`src/hdl/fsip_pkg.sv`:
```
// ----------------------------------------------------------------------------
// fsip_pkg
// Shared types, character codes and helpers of the printf-style integer
// printer: parser phases, action codes and the sequencer state.
// ----------------------------------------------------------------------------
package fsip_pkg;

  localparam int ARG_WIDTH_DEF = 32;
  localparam int MAX_RESULTS   = 11;
  localparam int OCNT_W        = $clog2(MAX_RESULTS + 1);

  localparam logic [7:0] FORMAT_LIMIT_RESET = 8'd128;

  localparam logic [7:0] CHAR_NUL     = 8'h00;
  localparam logic [7:0] CHAR_SPACE   = 8'h20;
  localparam logic [7:0] CHAR_HASH    = 8'h23;
  localparam logic [7:0] CHAR_PERCENT = 8'h25;
  localparam logic [7:0] CHAR_PLUS    = 8'h2B;
  localparam logic [7:0] CHAR_MINUS   = 8'h2D;
  localparam logic [7:0] CHAR_ZERO    = 8'h30;
  localparam logic [7:0] CHAR_NINE    = 8'h39;
  localparam logic [7:0] CHAR_UP_N    = 8'h4E;
  localparam logic [7:0] CHAR_UP_S    = 8'h53;
  localparam logic [7:0] CHAR_LO_A    = 8'h61;
  localparam logic [7:0] CHAR_LO_C    = 8'h63;
  localparam logic [7:0] CHAR_LO_D    = 8'h64;
  localparam logic [7:0] CHAR_LO_H    = 8'h68;
  localparam logic [7:0] CHAR_LO_I    = 8'h69;
  localparam logic [7:0] CHAR_LO_L    = 8'h6C;
  localparam logic [7:0] CHAR_LO_S    = 8'h73;
  localparam logic [7:0] CHAR_LO_U    = 8'h75;

  typedef enum logic [2:0] {
    PH_LITERAL = 3'd0,
    PH_FLAG    = 3'd1,
    PH_WIDTH   = 3'd2,
    PH_H       = 3'd3,
    PH_L       = 3'd4,
    PH_SPEC    = 3'd5
  } phase_t;

  typedef enum logic [1:0] {
    LEN_INT = 2'd0,
    LEN_L   = 2'd1,
    LEN_LL  = 2'd2
  } len_t;

  typedef enum logic [1:0] {
    ACT_NONE  = 2'd0,
    ACT_CHAR  = 2'd1,
    ACT_TEXT3 = 2'd2,
    ACT_DEC   = 2'd3
  } act_kind_t;

  // what one format character asks the output sequencer to do
  typedef struct packed {
    act_kind_t  kind;
    logic [7:0] ch;
    logic       neg;
  } action_t;

  typedef enum logic [1:0] {
    SQ_IDLE = 2'd0,
    SQ_CONV = 2'd1,
    SQ_EMIT = 2'd2
  } seq_state_t;

  // decimal digits needed for a w-bit unsigned value (w*log10(2), rounded up)
  function automatic int dec_digits(input int w);
    return ((w * 1233) >> 12) + 1;
  endfunction

endpackage

```
`src/hdl/format_string_integer_printer_core.sv`:
```
// ----------------------------------------------------------------------------
// format_string_integer_printer_core
// Character-serial printf-style formatter for integer arguments.
// ----------------------------------------------------------------------------
// Format characters are taken one beat at a time and the block stays stalled
// until the run of output characters for that beat has been loaded into the
// output register. A literal or %c character emits one character, %s and
// %lld style conversions three, and a decimal conversion first runs in the
// shared shift-and-add-3 converter and then emits one character per load,
// up to 11 (sign and ten digits for a 32-bit argument). Flag, width and
// length characters emit nothing and do not stall the input. Backpressure
// on the output channel holds the run and so the input. The last character
// of each run carries out_last. The format limit register is written through
// the cfg port and must only change while the block is idle.
module format_string_integer_printer_core import fsip_pkg::*; #(
  parameter int ARG_WIDTH = ARG_WIDTH_DEF
) (
  input  logic        clk,
  input  logic        rst_n,
  input  logic        in_valid,
  output logic        in_stall,
  input  logic [7:0]  in_format_char,
  input  logic [31:0] in_argument,
  input  logic        in_first,
  output logic        out_valid,
  input  logic        out_stall,
  output logic [7:0]  out_char,
  output logic        out_last,
  input  logic        cfg_valid,
  output logic        cfg_ready,
  input  logic [7:0]  cfg_data
);

  localparam int ND = dec_digits(ARG_WIDTH);
  localparam int DW = $clog2(ND);
  localparam logic [1:0]        TEXT_LAST = 2'd2;
  localparam logic [OCNT_W-1:0] OCNT_LAST = OCNT_W'(MAX_RESULTS - 1);

  seq_state_t           state_r, state_nxt;
  logic [7:0]           limit_r;
  act_kind_t            kind_r, kind_nxt;
  logic [7:0]           ch_r, ch_nxt;
  logic                 neg_r, neg_nxt;
  logic [1:0]           tidx_r, tidx_nxt;
  logic [DW-1:0]        didx_r, didx_nxt;
  logic [OCNT_W-1:0]    ocnt_r, ocnt_nxt;
  logic                 out_valid_r, out_valid_nxt;
  logic [7:0]           out_char_r, out_char_nxt;
  logic                 out_last_r, out_last_nxt;

  logic                 in_accept, out_free, load;
  logic [7:0]           emit_ch;
  logic                 emit_last;
  action_t              act;
  logic [ARG_WIDTH-1:0] act_value;
  logic                 dab_start, dab_busy;
  logic [DW-1:0]        dab_top;
  logic [3:0]           dab_digit;

  assign in_stall  = (state_r != SQ_IDLE);
  assign in_accept = in_valid && !in_stall;
  assign cfg_ready = 1'b1;
  assign out_valid = out_valid_r;
  assign out_char  = out_char_r;
  assign out_last  = out_last_r;

  fsip_parser #(
    .ARG_WIDTH (ARG_WIDTH)
  ) u_parser (
    .clk         (clk),
    .rst_n       (rst_n),
    .accept      (in_accept),
    .format_char (in_format_char),
    .argument    (in_argument),
    .first       (in_first),
    .limit       (limit_r),
    .act         (act),
    .act_value   (act_value)
  );

  assign dab_start = in_accept && (act.kind == ACT_DEC);

  fsip_dabble #(
    .ARG_WIDTH (ARG_WIDTH)
  ) u_dabble (
    .clk     (clk),
    .rst_n   (rst_n),
    .start   (dab_start),
    .value   (act_value),
    .sel_idx (didx_r),
    .busy    (dab_busy),
    .top_idx (dab_top),
    .digit   (dab_digit)
  );

  always_ff @(posedge clk) begin
    if (!rst_n) begin
      limit_r <= FORMAT_LIMIT_RESET;
    end else if (cfg_valid && cfg_ready) begin
      limit_r <= cfg_data;
    end
  end

  always_ff @(posedge clk) begin
    if (!rst_n) begin
      state_r     <= SQ_IDLE;
      out_valid_r <= 1'b0;
      kind_r      <= ACT_NONE;
      neg_r       <= 1'b0;
      tidx_r      <= '0;
      didx_r      <= '0;
      ocnt_r      <= '0;
    end else begin
      state_r     <= state_nxt;
      out_valid_r <= out_valid_nxt;
      kind_r      <= kind_nxt;
      neg_r       <= neg_nxt;
      tidx_r      <= tidx_nxt;
      didx_r      <= didx_nxt;
      ocnt_r      <= ocnt_nxt;
    end
  end

  always_ff @(posedge clk) begin
    ch_r       <= ch_nxt;
    out_char_r <= out_char_nxt;
    out_last_r <= out_last_nxt;
  end

  // character picked for the next output beat
  always_comb begin
    emit_ch   = ch_r;
    emit_last = 1'b1;
    case (kind_r)
      ACT_TEXT3: begin
        emit_last = (tidx_r == TEXT_LAST);
        if (tidx_r == 2'd0) begin
          emit_ch = CHAR_UP_N;
        end else if (tidx_r == 2'd1) begin
          emit_ch = CHAR_LO_A;
        end else begin
          emit_ch = ch_r;
        end
      end
      ACT_DEC: begin
        if (neg_r) begin
          emit_ch   = CHAR_MINUS;
          emit_last = 1'b0;
        end else begin
          emit_ch   = CHAR_ZERO | {4'd0, dab_digit};
          emit_last = (didx_r == '0) || (ocnt_r == OCNT_LAST);
        end
      end
      default: begin
        emit_ch   = ch_r;
        emit_last = 1'b1;
      end
    endcase
  end

  assign out_free = !out_valid_r || !out_stall;
  assign load     = (state_r == SQ_EMIT) && out_free;

  always_comb begin
    state_nxt     = state_r;
    kind_nxt      = kind_r;
    ch_nxt        = ch_r;
    neg_nxt       = neg_r;
    tidx_nxt      = tidx_r;
    didx_nxt      = didx_r;
    ocnt_nxt      = ocnt_r;
    out_valid_nxt = out_valid_r && out_stall;
    out_char_nxt  = out_char_r;
    out_last_nxt  = out_last_r;

    case (state_r)
      SQ_IDLE: begin
        if (in_accept && act.kind != ACT_NONE) begin
          kind_nxt = act.kind;
          ch_nxt   = act.ch;
          neg_nxt  = act.neg;
          tidx_nxt = '0;
          ocnt_nxt = '0;
          state_nxt = (act.kind == ACT_DEC) ? SQ_CONV : SQ_EMIT;
        end
      end
      SQ_CONV: begin
        if (!dab_busy) begin
          didx_nxt  = dab_top;
          state_nxt = SQ_EMIT;
        end
      end
      SQ_EMIT: begin
        if (load) begin
          out_valid_nxt = 1'b1;
          out_char_nxt  = emit_ch;
          out_last_nxt  = emit_last;
          tidx_nxt      = tidx_r + 2'd1;
          if (kind_r == ACT_DEC) begin
            ocnt_nxt = ocnt_r + 1'b1;
            if (neg_r) begin
              neg_nxt = 1'b0;
            end else begin
              didx_nxt = didx_r - 1'b1;
            end
          end
          if (emit_last) begin
            state_nxt = SQ_IDLE;
          end
        end
      end
      default: begin
        state_nxt = SQ_IDLE;
      end
    endcase
  end

  // the converter only runs while the sequencer waits for it
  a_dab_in_conv: assert property (@(posedge clk) disable iff (!rst_n)
    dab_busy |-> (state_r == SQ_CONV))
    else $error("digit converter busy outside conversion");

  // a run never exceeds the result limit
  a_ocnt_bound: assert property (@(posedge clk) disable iff (!rst_n)
    ocnt_r <= OCNT_W'(MAX_RESULTS))
    else $error("too many characters in one run");

  // the closing beat of a run returns the sequencer to idle
  a_last_idle: assert property (@(posedge clk) disable iff (!rst_n)
    (load && emit_last) |=> (state_r == SQ_IDLE))
    else $error("sequencer not idle after closing beat");

  // digits coming out of the converter are decimal
  a_digit_range: assert property (@(posedge clk) disable iff (!rst_n)
    (load && kind_r == ACT_DEC && !neg_r) |-> (dab_digit <= 4'd9))
    else $error("non-decimal digit emitted");

  // an output beat is loaded only when the register is free
  a_no_overwrite: assert property (@(posedge clk) disable iff (!rst_n)
    (out_valid_r && out_stall) |-> !load)
    else $error("stalled output beat overwritten");

endmodule

```
`src/hdl/fsip_parser.sv`:
```
// ----------------------------------------------------------------------------
// fsip_parser
// Format string parser: tracks the conversion phase, length modifier,
// character position and end of string, and decodes each accepted
// character into one output action.
// ----------------------------------------------------------------------------
module fsip_parser import fsip_pkg::*; #(
  parameter int ARG_WIDTH = ARG_WIDTH_DEF
) (
  input  logic                 clk,
  input  logic                 rst_n,
  input  logic                 accept,
  input  logic [7:0]           format_char,
  input  logic [31:0]          argument,
  input  logic                 first,
  input  logic [7:0]           limit,
  output action_t              act,
  output logic [ARG_WIDTH-1:0] act_value
);

  phase_t         phase_r, phase_nxt, ph_e;
  len_t           len_r, len_nxt, len_e, spec_len;
  logic [7:0]     cnt_r, cnt_nxt, cnt_e;
  logic           ended_r, ended_nxt, end_e;
  logic           do_spec, do_lit, is_digit, is_flag;
  logic [ARG_WIDTH-1:0] v;
  logic           v_neg;

  always_ff @(posedge clk) begin
    if (!rst_n) begin
      phase_r <= PH_LITERAL;
      len_r   <= LEN_INT;
      cnt_r   <= '0;
      ended_r <= 1'b0;
    end else if (accept) begin
      phase_r <= phase_nxt;
      len_r   <= len_nxt;
      cnt_r   <= cnt_nxt;
      ended_r <= ended_nxt;
    end
  end

  assign v     = ARG_WIDTH'(argument);
  assign v_neg = v[ARG_WIDTH-1];

  always_comb begin
    ph_e  = first ? PH_LITERAL : phase_r;
    len_e = first ? LEN_INT : len_r;
    cnt_e = first ? 8'd0 : cnt_r;
    end_e = first ? 1'b0 : ended_r;

    phase_nxt = ph_e;
    len_nxt   = len_e;
    cnt_nxt   = cnt_e;
    ended_nxt = end_e;
    do_spec   = 1'b0;
    do_lit    = 1'b0;
    spec_len  = len_e;
    act       = '{kind: ACT_NONE, ch: format_char, neg: 1'b0};
    act_value = v;

    is_digit = format_char inside {[CHAR_ZERO:CHAR_NINE]};
    is_flag  = format_char inside {CHAR_PLUS, CHAR_MINUS, CHAR_SPACE, CHAR_HASH, CHAR_ZERO};

    if (!end_e) begin
      if (cnt_e != 8'hFF) begin
        cnt_nxt = cnt_e + 8'd1;
      end

      case (ph_e)
        PH_FLAG, PH_WIDTH: begin
          if ((ph_e == PH_FLAG && is_flag) || is_digit) begin
            phase_nxt = PH_WIDTH;
          end else if (format_char == CHAR_LO_H) begin
            phase_nxt = PH_H;
          end else if (format_char == CHAR_LO_L) begin
            phase_nxt = PH_L;
          end else begin
            do_spec  = 1'b1;
            spec_len = LEN_INT;
          end
        end
        PH_H: begin
          len_nxt = LEN_INT;
          if (format_char == CHAR_LO_H) begin
            phase_nxt = PH_SPEC;
          end else begin
            do_spec  = 1'b1;
            spec_len = LEN_INT;
          end
        end
        PH_L: begin
          if (format_char == CHAR_LO_L) begin
            len_nxt   = LEN_LL;
            phase_nxt = PH_SPEC;
          end else begin
            len_nxt  = LEN_L;
            do_spec  = 1'b1;
            spec_len = LEN_L;
          end
        end
        PH_SPEC: begin
          do_spec = 1'b1;
        end
        default: begin
          phase_nxt = PH_LITERAL;
          do_lit    = 1'b1;
        end
      endcase

      if (do_spec) begin
        phase_nxt = PH_LITERAL;
        len_nxt   = LEN_INT;
        case (format_char)
          CHAR_LO_D, CHAR_LO_I: begin
            if (spec_len == LEN_LL) begin
              act.kind = ACT_TEXT3;
              act.ch   = CHAR_UP_N;
            end else begin
              act.kind = ACT_DEC;
              act.neg  = v_neg;
              if (v_neg) begin
                act_value = ~v + 1'b1;
              end
            end
          end
          CHAR_LO_U: begin
            if (spec_len == LEN_LL) begin
              act.kind = ACT_TEXT3;
              act.ch   = CHAR_UP_N;
            end else begin
              act.kind = ACT_DEC;
            end
          end
          CHAR_LO_C: begin
            act.kind = ACT_CHAR;
            act.ch   = argument[7:0];
          end
          CHAR_LO_S: begin
            act.kind = ACT_TEXT3;
            act.ch   = CHAR_UP_S;
          end
          default: begin
            // unknown specifier falls back to literal handling
            do_lit = 1'b1;
          end
        endcase
      end

      if (do_lit) begin
        if (cnt_e >= limit || format_char == CHAR_NUL) begin
          ended_nxt = 1'b1;
          phase_nxt = PH_LITERAL;
        end else if (format_char == CHAR_PERCENT) begin
          phase_nxt = PH_FLAG;
          len_nxt   = LEN_INT;
        end else begin
          act.kind = ACT_CHAR;
          act.ch   = format_char;
        end
      end
    end
  end

endmodule

```
`src/hdl/fsip_dabble.sv`:
```
// ----------------------------------------------------------------------------
// fsip_dabble
// Shared binary to decimal unit: shift-and-add-3 conversion, four bits
// per cycle, with a digit read port and a leading digit index.
// ----------------------------------------------------------------------------
module fsip_dabble import fsip_pkg::*; #(
  parameter int ARG_WIDTH = ARG_WIDTH_DEF
) (
  input  logic                                    clk,
  input  logic                                    rst_n,
  input  logic                                    start,
  input  logic [ARG_WIDTH-1:0]                    value,
  input  logic [$clog2(dec_digits(ARG_WIDTH))-1:0] sel_idx,
  output logic                                    busy,
  output logic [$clog2(dec_digits(ARG_WIDTH))-1:0] top_idx,
  output logic [3:0]                              digit
);

  localparam int BITS_PER_STEP = 4;
  localparam int PW     = ((ARG_WIDTH + BITS_PER_STEP - 1) / BITS_PER_STEP) * BITS_PER_STEP;
  localparam int STEPS  = PW / BITS_PER_STEP;
  localparam int ND     = dec_digits(ARG_WIDTH);
  localparam int DW     = $clog2(ND);
  localparam int CW     = $clog2(STEPS + 1);

  logic [PW-1:0]   bin_r, bin_nxt;
  logic [ND*4-1:0] bcd_r, bcd_nxt;
  logic [CW-1:0]   cnt_r;

  assign busy = (cnt_r != '0);

  always_ff @(posedge clk) begin
    if (!rst_n) begin
      cnt_r <= '0;
    end else if (start) begin
      cnt_r <= CW'(STEPS);
    end else if (busy) begin
      cnt_r <= cnt_r - 1'b1;
    end
  end

  always_ff @(posedge clk) begin
    if (start) begin
      bin_r <= PW'(value);
      bcd_r <= '0;
    end else if (busy) begin
      bin_r <= bin_nxt;
      bcd_r <= bcd_nxt;
    end
  end

  // four add-3 / shift steps per cycle
  always_comb begin
    bcd_nxt = bcd_r;
    bin_nxt = bin_r;
    for (int s = 0; s < BITS_PER_STEP; s++) begin
      for (int d = 0; d < ND; d++) begin
        if (bcd_nxt[d*4 +: 4] >= 4'd5) begin
          bcd_nxt[d*4 +: 4] = bcd_nxt[d*4 +: 4] + 4'd3;
        end
      end
      {bcd_nxt, bin_nxt} = {bcd_nxt[ND*4-2:0], bin_nxt, 1'b0};
    end
  end

  always_comb begin
    top_idx = '0;
    for (int d = 0; d < ND; d++) begin
      if (bcd_r[d*4 +: 4] != 4'd0) begin
        top_idx = DW'(d);
      end
    end
  end

  assign digit = bcd_r[sel_idx*4 +: 4];

endmodule
```
`config.mk`:
```
export PLATFORM = sky130hd
export DESIGN_NAME = format_string_integer_printer_core
export DESIGN_NICKNAME = d
export VERILOG_FILES = /design/src/hdl/fsip_pkg.sv /design/src/hdl/format_string_integer_printer_core.sv /design/src/hdl/fsip_parser.sv /design/src/hdl/fsip_dabble.sv
export SDC_FILE = /design/constraint.sdc
export NUM_CORES = 1
export LEC_CHECK = 0
export ABC_AREA = 1
export BUFFER_PORTS_ARGS = -buffer_cell sky130_fd_sc_hd__buf_4
export CORE_ASPECT_RATIO = 1.75
export CORE_UTILIZATION = 37
export DETAILED_ROUTE_END_ITERATION = 7
export SLEW_MARGIN = 20
export SYNTH_ARGS = -nofsm -noshare
export SYNTH_HDL_FRONTEND = slang
export SYNTH_SLANG_ARGS = --single-unit
```
`constraint.sdc`:
```
create_clock -name clk -period 6.7 [get_ports clk]
set_input_delay 0.335 -clock clk [delete_from_list [all_inputs] [get_ports clk]]
set_output_delay 0.335 -clock clk [all_outputs]
set_load 0.05 [all_outputs]
```
==> tab_implementation.tex <==
\begin{tabular}{lr}
\hline
Metric & Value \\
\hline
\multicolumn{2}{l}{\textbf{Clock network}} \\
\quad Clock tree from TritonCTS & yes \\
\quad \# H-tree levels & 4 \\
\quad Worst-skew pair later-pin latency & approximately 0.44 ns \\
\quad Number of buffers created by CTS & 17 \\
\quad Clock slew at the register clock pins of the worst setup and hold paths & $\sim$0.060 ns \\
\quad Number of clock sinks seen by CTS & between 100 and 150 \\
\quad \# Post-CTS Setup Buffers & 0 \\
\quad Number of hold buffers added after cts & 0 \\
\quad Maximum buffer depth of the clock tree & 2 \\
\quad Count of cells resized by post-cts repair & 0 \\
\quad Clk Tree Root Cell & sky130\_fd\_sc\_hd\_\_clkbuf\_16 \\
\multicolumn{2}{l}{\textbf{Die}} \\
\quad Top-level port count & 66 \\
\quad Floorplan die height & 240 microns \\
\quad Area of the core region & 31600 sq um \\
\quad Die area & about 33000 sq um \\
\quad Cell Rows & 86 \\
\quad Initial Utilization & 0.379 \\
\quad X dimension of the die & about 140 microns \\
\multicolumn{2}{l}{\textbf{Logic synthesis}} \\
\quad Portion of synthesized cell area occupied by the leading cell type & 0.142 \\
\quad Post-synth top flop & sky130\_fd\_sc\_hd\_\_dfxtp\_1 \\
\quad Area leader, netlist & sky130\_fd\_sc\_hd\_\_nand2\_1 \\
\quad Seq cells post-synth & about 130 \\
\quad Number of enable-type register cells in the synthesized netlist & $\sim$50 \\
\quad Leading cell types by total area after synthesis & sky130\_fd\_sc\_hd\_\_nand2\_1, sky130\_fd\_sc\_hd\_\_dfxtp\_1, sky130\_fd\_sc\_hd\_\_edfxtp\_1, sky130\_fd\_sc\_hd\_\_ha\_1, sky130\_fd\_sc\_hd\_\_inv\_1 \\
\quad FFs w/ async S/R, synth & 0 \\
\quad Synth Instances & between 1500 and 2000 \\
\quad Net Count, Synth & about 2000 \\
\quad Cell area after technology mapping & 12000 sq um \\
\quad Synthesized area divided by synthesized cell count & approximately 6.4 sq um \\
\quad Fraction of the yosys area taken by sequential cells & 0.260 \\
\quad Yosys warning total & 0 \\
\quad Yosys cell types & 57 \\
\multicolumn{2}{l}{\textbf{STA}} \\
\quad Unrepaired setup endpoints after global routing & false \\
\quad Number of slew-limit violations in the final report & 0 \\
\quad Achievable clock frequency & approximately 230 MHz \\
\quad Least-Margin Pin Slew & 0.995 ns \\
\quad Final setup viols & 0 \\
\quad Sum of negative setup slack & 0 ns \\
\quad Final Cycle Share & 0.653 \\
\quad Worst slew slack as a fraction of its limit & 0.336 \\
\quad Post-route clock skew & about 0.011 ns \\
\quad Crit path time final & $\sim$4.4 ns \\
\quad Final hold vios & 0 \\
\quad Worst Hold Slack & about 0.12 ns \\
\multicolumn{2}{l}{\textbf{Final layout}} \\
\quad Count of antenna diodes in the layout & 0 \\
\quad Fin cells & 2323 \\
\quad Net count, final & 2065 \\
\quad Area taken by multi-input logic gates & between 7000 and 8000 sq um \\
\quad Filler cell count & between 3000 and 4000 \\
\quad Synth-to-layout area growth & 12.2\% \\
\quad Most used cells in the layout excluding fill and tap cells & sky130\_fd\_sc\_hd\_\_nand2\_1, sky130\_fd\_sc\_hd\_\_inv\_1, sky130\_fd\_sc\_hd\_\_nor2\_1, sky130\_fd\_sc\_hd\_\_o21ai\_0, sky130\_fd\_sc\_hd\_\_nand3\_1 \\
\quad Design area & approximately 13000 sq um \\
\quad FF+latch area & $\sim$3100 sq um \\
\quad Layout cells sized above 1 & 0.102 \\
\quad Most common cell after layout, fill and taps aside & sky130\_fd\_sc\_hd\_\_nand2\_1 \\
\multicolumn{2}{l}{\textbf{Global route}} \\
\quad Number of global-route vias before repair & about 11000 \\
\quad First-pass GRT wire length & 51400 microns \\
\quad Global router's overall resource usage & 0.190 \\
\quad Largest net degree at the start of global routing & 65 \\
\quad Total overflow reported by the global router & 0 \\
\quad Number of antenna violations at the first check in global routing & 0 \\
\multicolumn{2}{l}{\textbf{Status}} \\
\quad Outcome & complete, no violations \\
\multicolumn{2}{l}{\textbf{Setup path}} \\
\quad Crit path capture type & flop \\
\quad Max Fanout on Critical Path & 5 \\
\quad Worst setup SP type & flop \\
\quad Arrival time of the worst setup path & between 4 and 5 ns \\
\quad Data required time at the worst endpoint & about 7.0 ns \\
\quad Crit Path Category & reg -> reg \\
\multicolumn{2}{l}{\textbf{Detailed routing}} \\
\quad Initial DRC Count & about 440 \\
\quad Remaining DRCs & 0 \\
\quad Router iterations before antenna repair & 5 \\
\quad Vias per std cell & roughly 5.0 \\
\quad Post-DRT Antenna Nets & 0 \\
\quad Vias after detailed routing & approximately 12000 \\
\quad Average wire length per cell after detail routing & between 10 and 15 microns \\
\quad Routed wire length & approximately 31000 microns \\
\multicolumn{2}{l}{\textbf{Min path}} \\
\quad Hold WC Path Type & in -> reg \\
\multicolumn{2}{l}{\textbf{Place}} \\
\quad Dpl cell area & between 10000 and 15000 sq um \\
\quad Total half-perimeter wirelength after legalization and detailed placement & around 24000 microns \\
\quad Placer Congestion & just under 0.9 \\
\quad Cells after DPL & between 2000 and 2500 \\
\quad IO Port Bufs & 64 \\
\multicolumn{2}{l}{\textbf{Run}} \\
\quad Number of max-cap violations & 0 \\
\hline
\end{tabular}
-- synth_stat cells, types with 4 or more instances --
cell type and instances:
sky130_fd_sc_hd__nand2_1 452, sky130_fd_sc_hd__inv_1 308, sky130_fd_sc_hd__nor2_1 172, sky130_fd_sc_hd__o21ai_0 147, sky130_fd_sc_hd__nand3_1 136, sky130_fd_sc_hd__ha_1 97, sky130_fd_sc_hd__dfxtp_1 82, sky130_fd_sc_hd__a21oi_1 79
sky130_fd_sc_hd__edfxtp_1 49, sky130_fd_sc_hd__xor2_1 46, sky130_fd_sc_hd__o21ai_1 43, sky130_fd_sc_hd__clkbuf_1 21, sky130_fd_sc_hd__inv_2 20, sky130_fd_sc_hd__nand4_1 19, sky130_fd_sc_hd__o211ai_1 15, sky130_fd_sc_hd__or2_2 14
sky130_fd_sc_hd__nor3_1 12, sky130_fd_sc_hd__o21ai_2 12, sky130_fd_sc_hd__xnor2_1 12, sky130_fd_sc_hd__nand3b_1 11, sky130_fd_sc_hd__nand2_2 10, sky130_fd_sc_hd__nor2_2 9, sky130_fd_sc_hd__nand3_2 8, sky130_fd_sc_hd__a31oi_1 6
sky130_fd_sc_hd__buf_2 6, sky130_fd_sc_hd__buf_4 5, sky130_fd_sc_hd__xor2_2 5, sky130_fd_sc_hd__a221oi_1 4, sky130_fd_sc_hd__o22ai_1 4, sky130_fd_sc_hd__or2_1 4
-- final cells by class --
class	instances	share of cell area
flip-flops and latches	131	0.231
clock buffers	17	0.0316
clock inverters	15	0.0137
repair buffers	70	0.0391
well taps	396	0.0368
inverters	331	0.0924
multi-input cells	1363	0.555
-- kinds of logic (layout without fill, tap and decap cells) --
group | Yosys count | in the layout | synth area share
adder cells (fa/ha/maj) | 97 | 97 | 0.101
other | 1 | 1 | 0.000313
AND/OR/NAND/NOR | 866 | 866 | 0.313
XOR/XNOR | 63 | 63 | 0.0492
buffers and inverters | 366 | 433 | 0.119
AO/OA/AOI/OAI | 336 | 336 | 0.158
flip-flops | 131 | 131 | 0.260
-- routing by layer --
layer | part of all wire | GRT usage
met2 | 0.57 | 0.396
met1 | 0.39 | 0.185
met3 | 0.020 | 0.0233
met4 | 0.024 | 0.0726
met5 | 0 | 0
-- critical path, cell delays in order, from the launching register on --
cell and delay [ns]:
sky130_fd_sc_hd__dfxtp_1 0.32, sky130_fd_sc_hd__inv_1 0.15, sky130_fd_sc_hd__ha_1 0.20, sky130_fd_sc_hd__inv_1 0.05, sky130_fd_sc_hd__o21ai_1 0.11, sky130_fd_sc_hd__nand2_1 0.12
sky130_fd_sc_hd__xor2_1 0.32, sky130_fd_sc_hd__ha_1 0.24, sky130_fd_sc_hd__inv_1 0.05, sky130_fd_sc_hd__or2_2 0.29, sky130_fd_sc_hd__nand2_1 0.07, sky130_fd_sc_hd__nand2_1 0.08
sky130_fd_sc_hd__xor2_1 0.35, sky130_fd_sc_hd__ha_1 0.26, sky130_fd_sc_hd__inv_1 0.04, sky130_fd_sc_hd__o21ai_0 0.36, sky130_fd_sc_hd__nand2_1 0.13, sky130_fd_sc_hd__nand2_1 0.10
sky130_fd_sc_hd__nand2_1 0.11, sky130_fd_sc_hd__ha_1 0.24, sky130_fd_sc_hd__nand2_1 0.09, sky130_fd_sc_hd__nand3_1 0.12, sky130_fd_sc_hd__nand2_1 0.11, sky130_fd_sc_hd__nand2_1 0.06
sky130_fd_sc_hd__nand3_1 0.06, sky130_fd_sc_hd__o21ai_0 0.10, sky130_fd_sc_hd__nand2_1 0.09, sky130_fd_sc_hd__inv_1 0.05
-- worst paths after layout --
kind / startpoint / to / slack (ns) / cells after the start
min reg2reg: tidx_r[0] / tidx_r[0] / 0.48 / 1
min: cfg_data[7] / limit_r[7] / 0.12 / 3
max reg2reg: u_dabble.bcd_r[32] / u_dabble.bcd_r[34] / 2.32 / 27
max: u_dabble.bcd_r[32] / u_dabble.bcd_r[34] / 2.32 / 27
-- sequential cells by signal, summed over array words and instances (netlist names) --
register,cells
u_dabble.bcd_r,40
u_dabble.bin_r,32
ch_r,8
limit_r,8
out_char,8
u_parser.cnt_r,8
didx_r,4
ocnt_r,4
u_dabble.cnt_r,4
u_parser.phase_r,3
kind_r,2
state_r,2
tidx_r,2
u_parser.len_r,2
neg_r,1
out_last,1
out_valid,1
u_parser.ended_r,1
-- through the flow --
step                utilization  setup WS [ns]
floorplan                     -           2.95
global placement          0.406           2.55
detailed placement        0.406           2.38
CTS                       0.425           2.35
global route              0.425           1.69
finish                    0.425           2.32
Power is left out: the tool's default activity adds up to more than one toggle a clock period on the data nets, which glitch-free logic cannot reach.
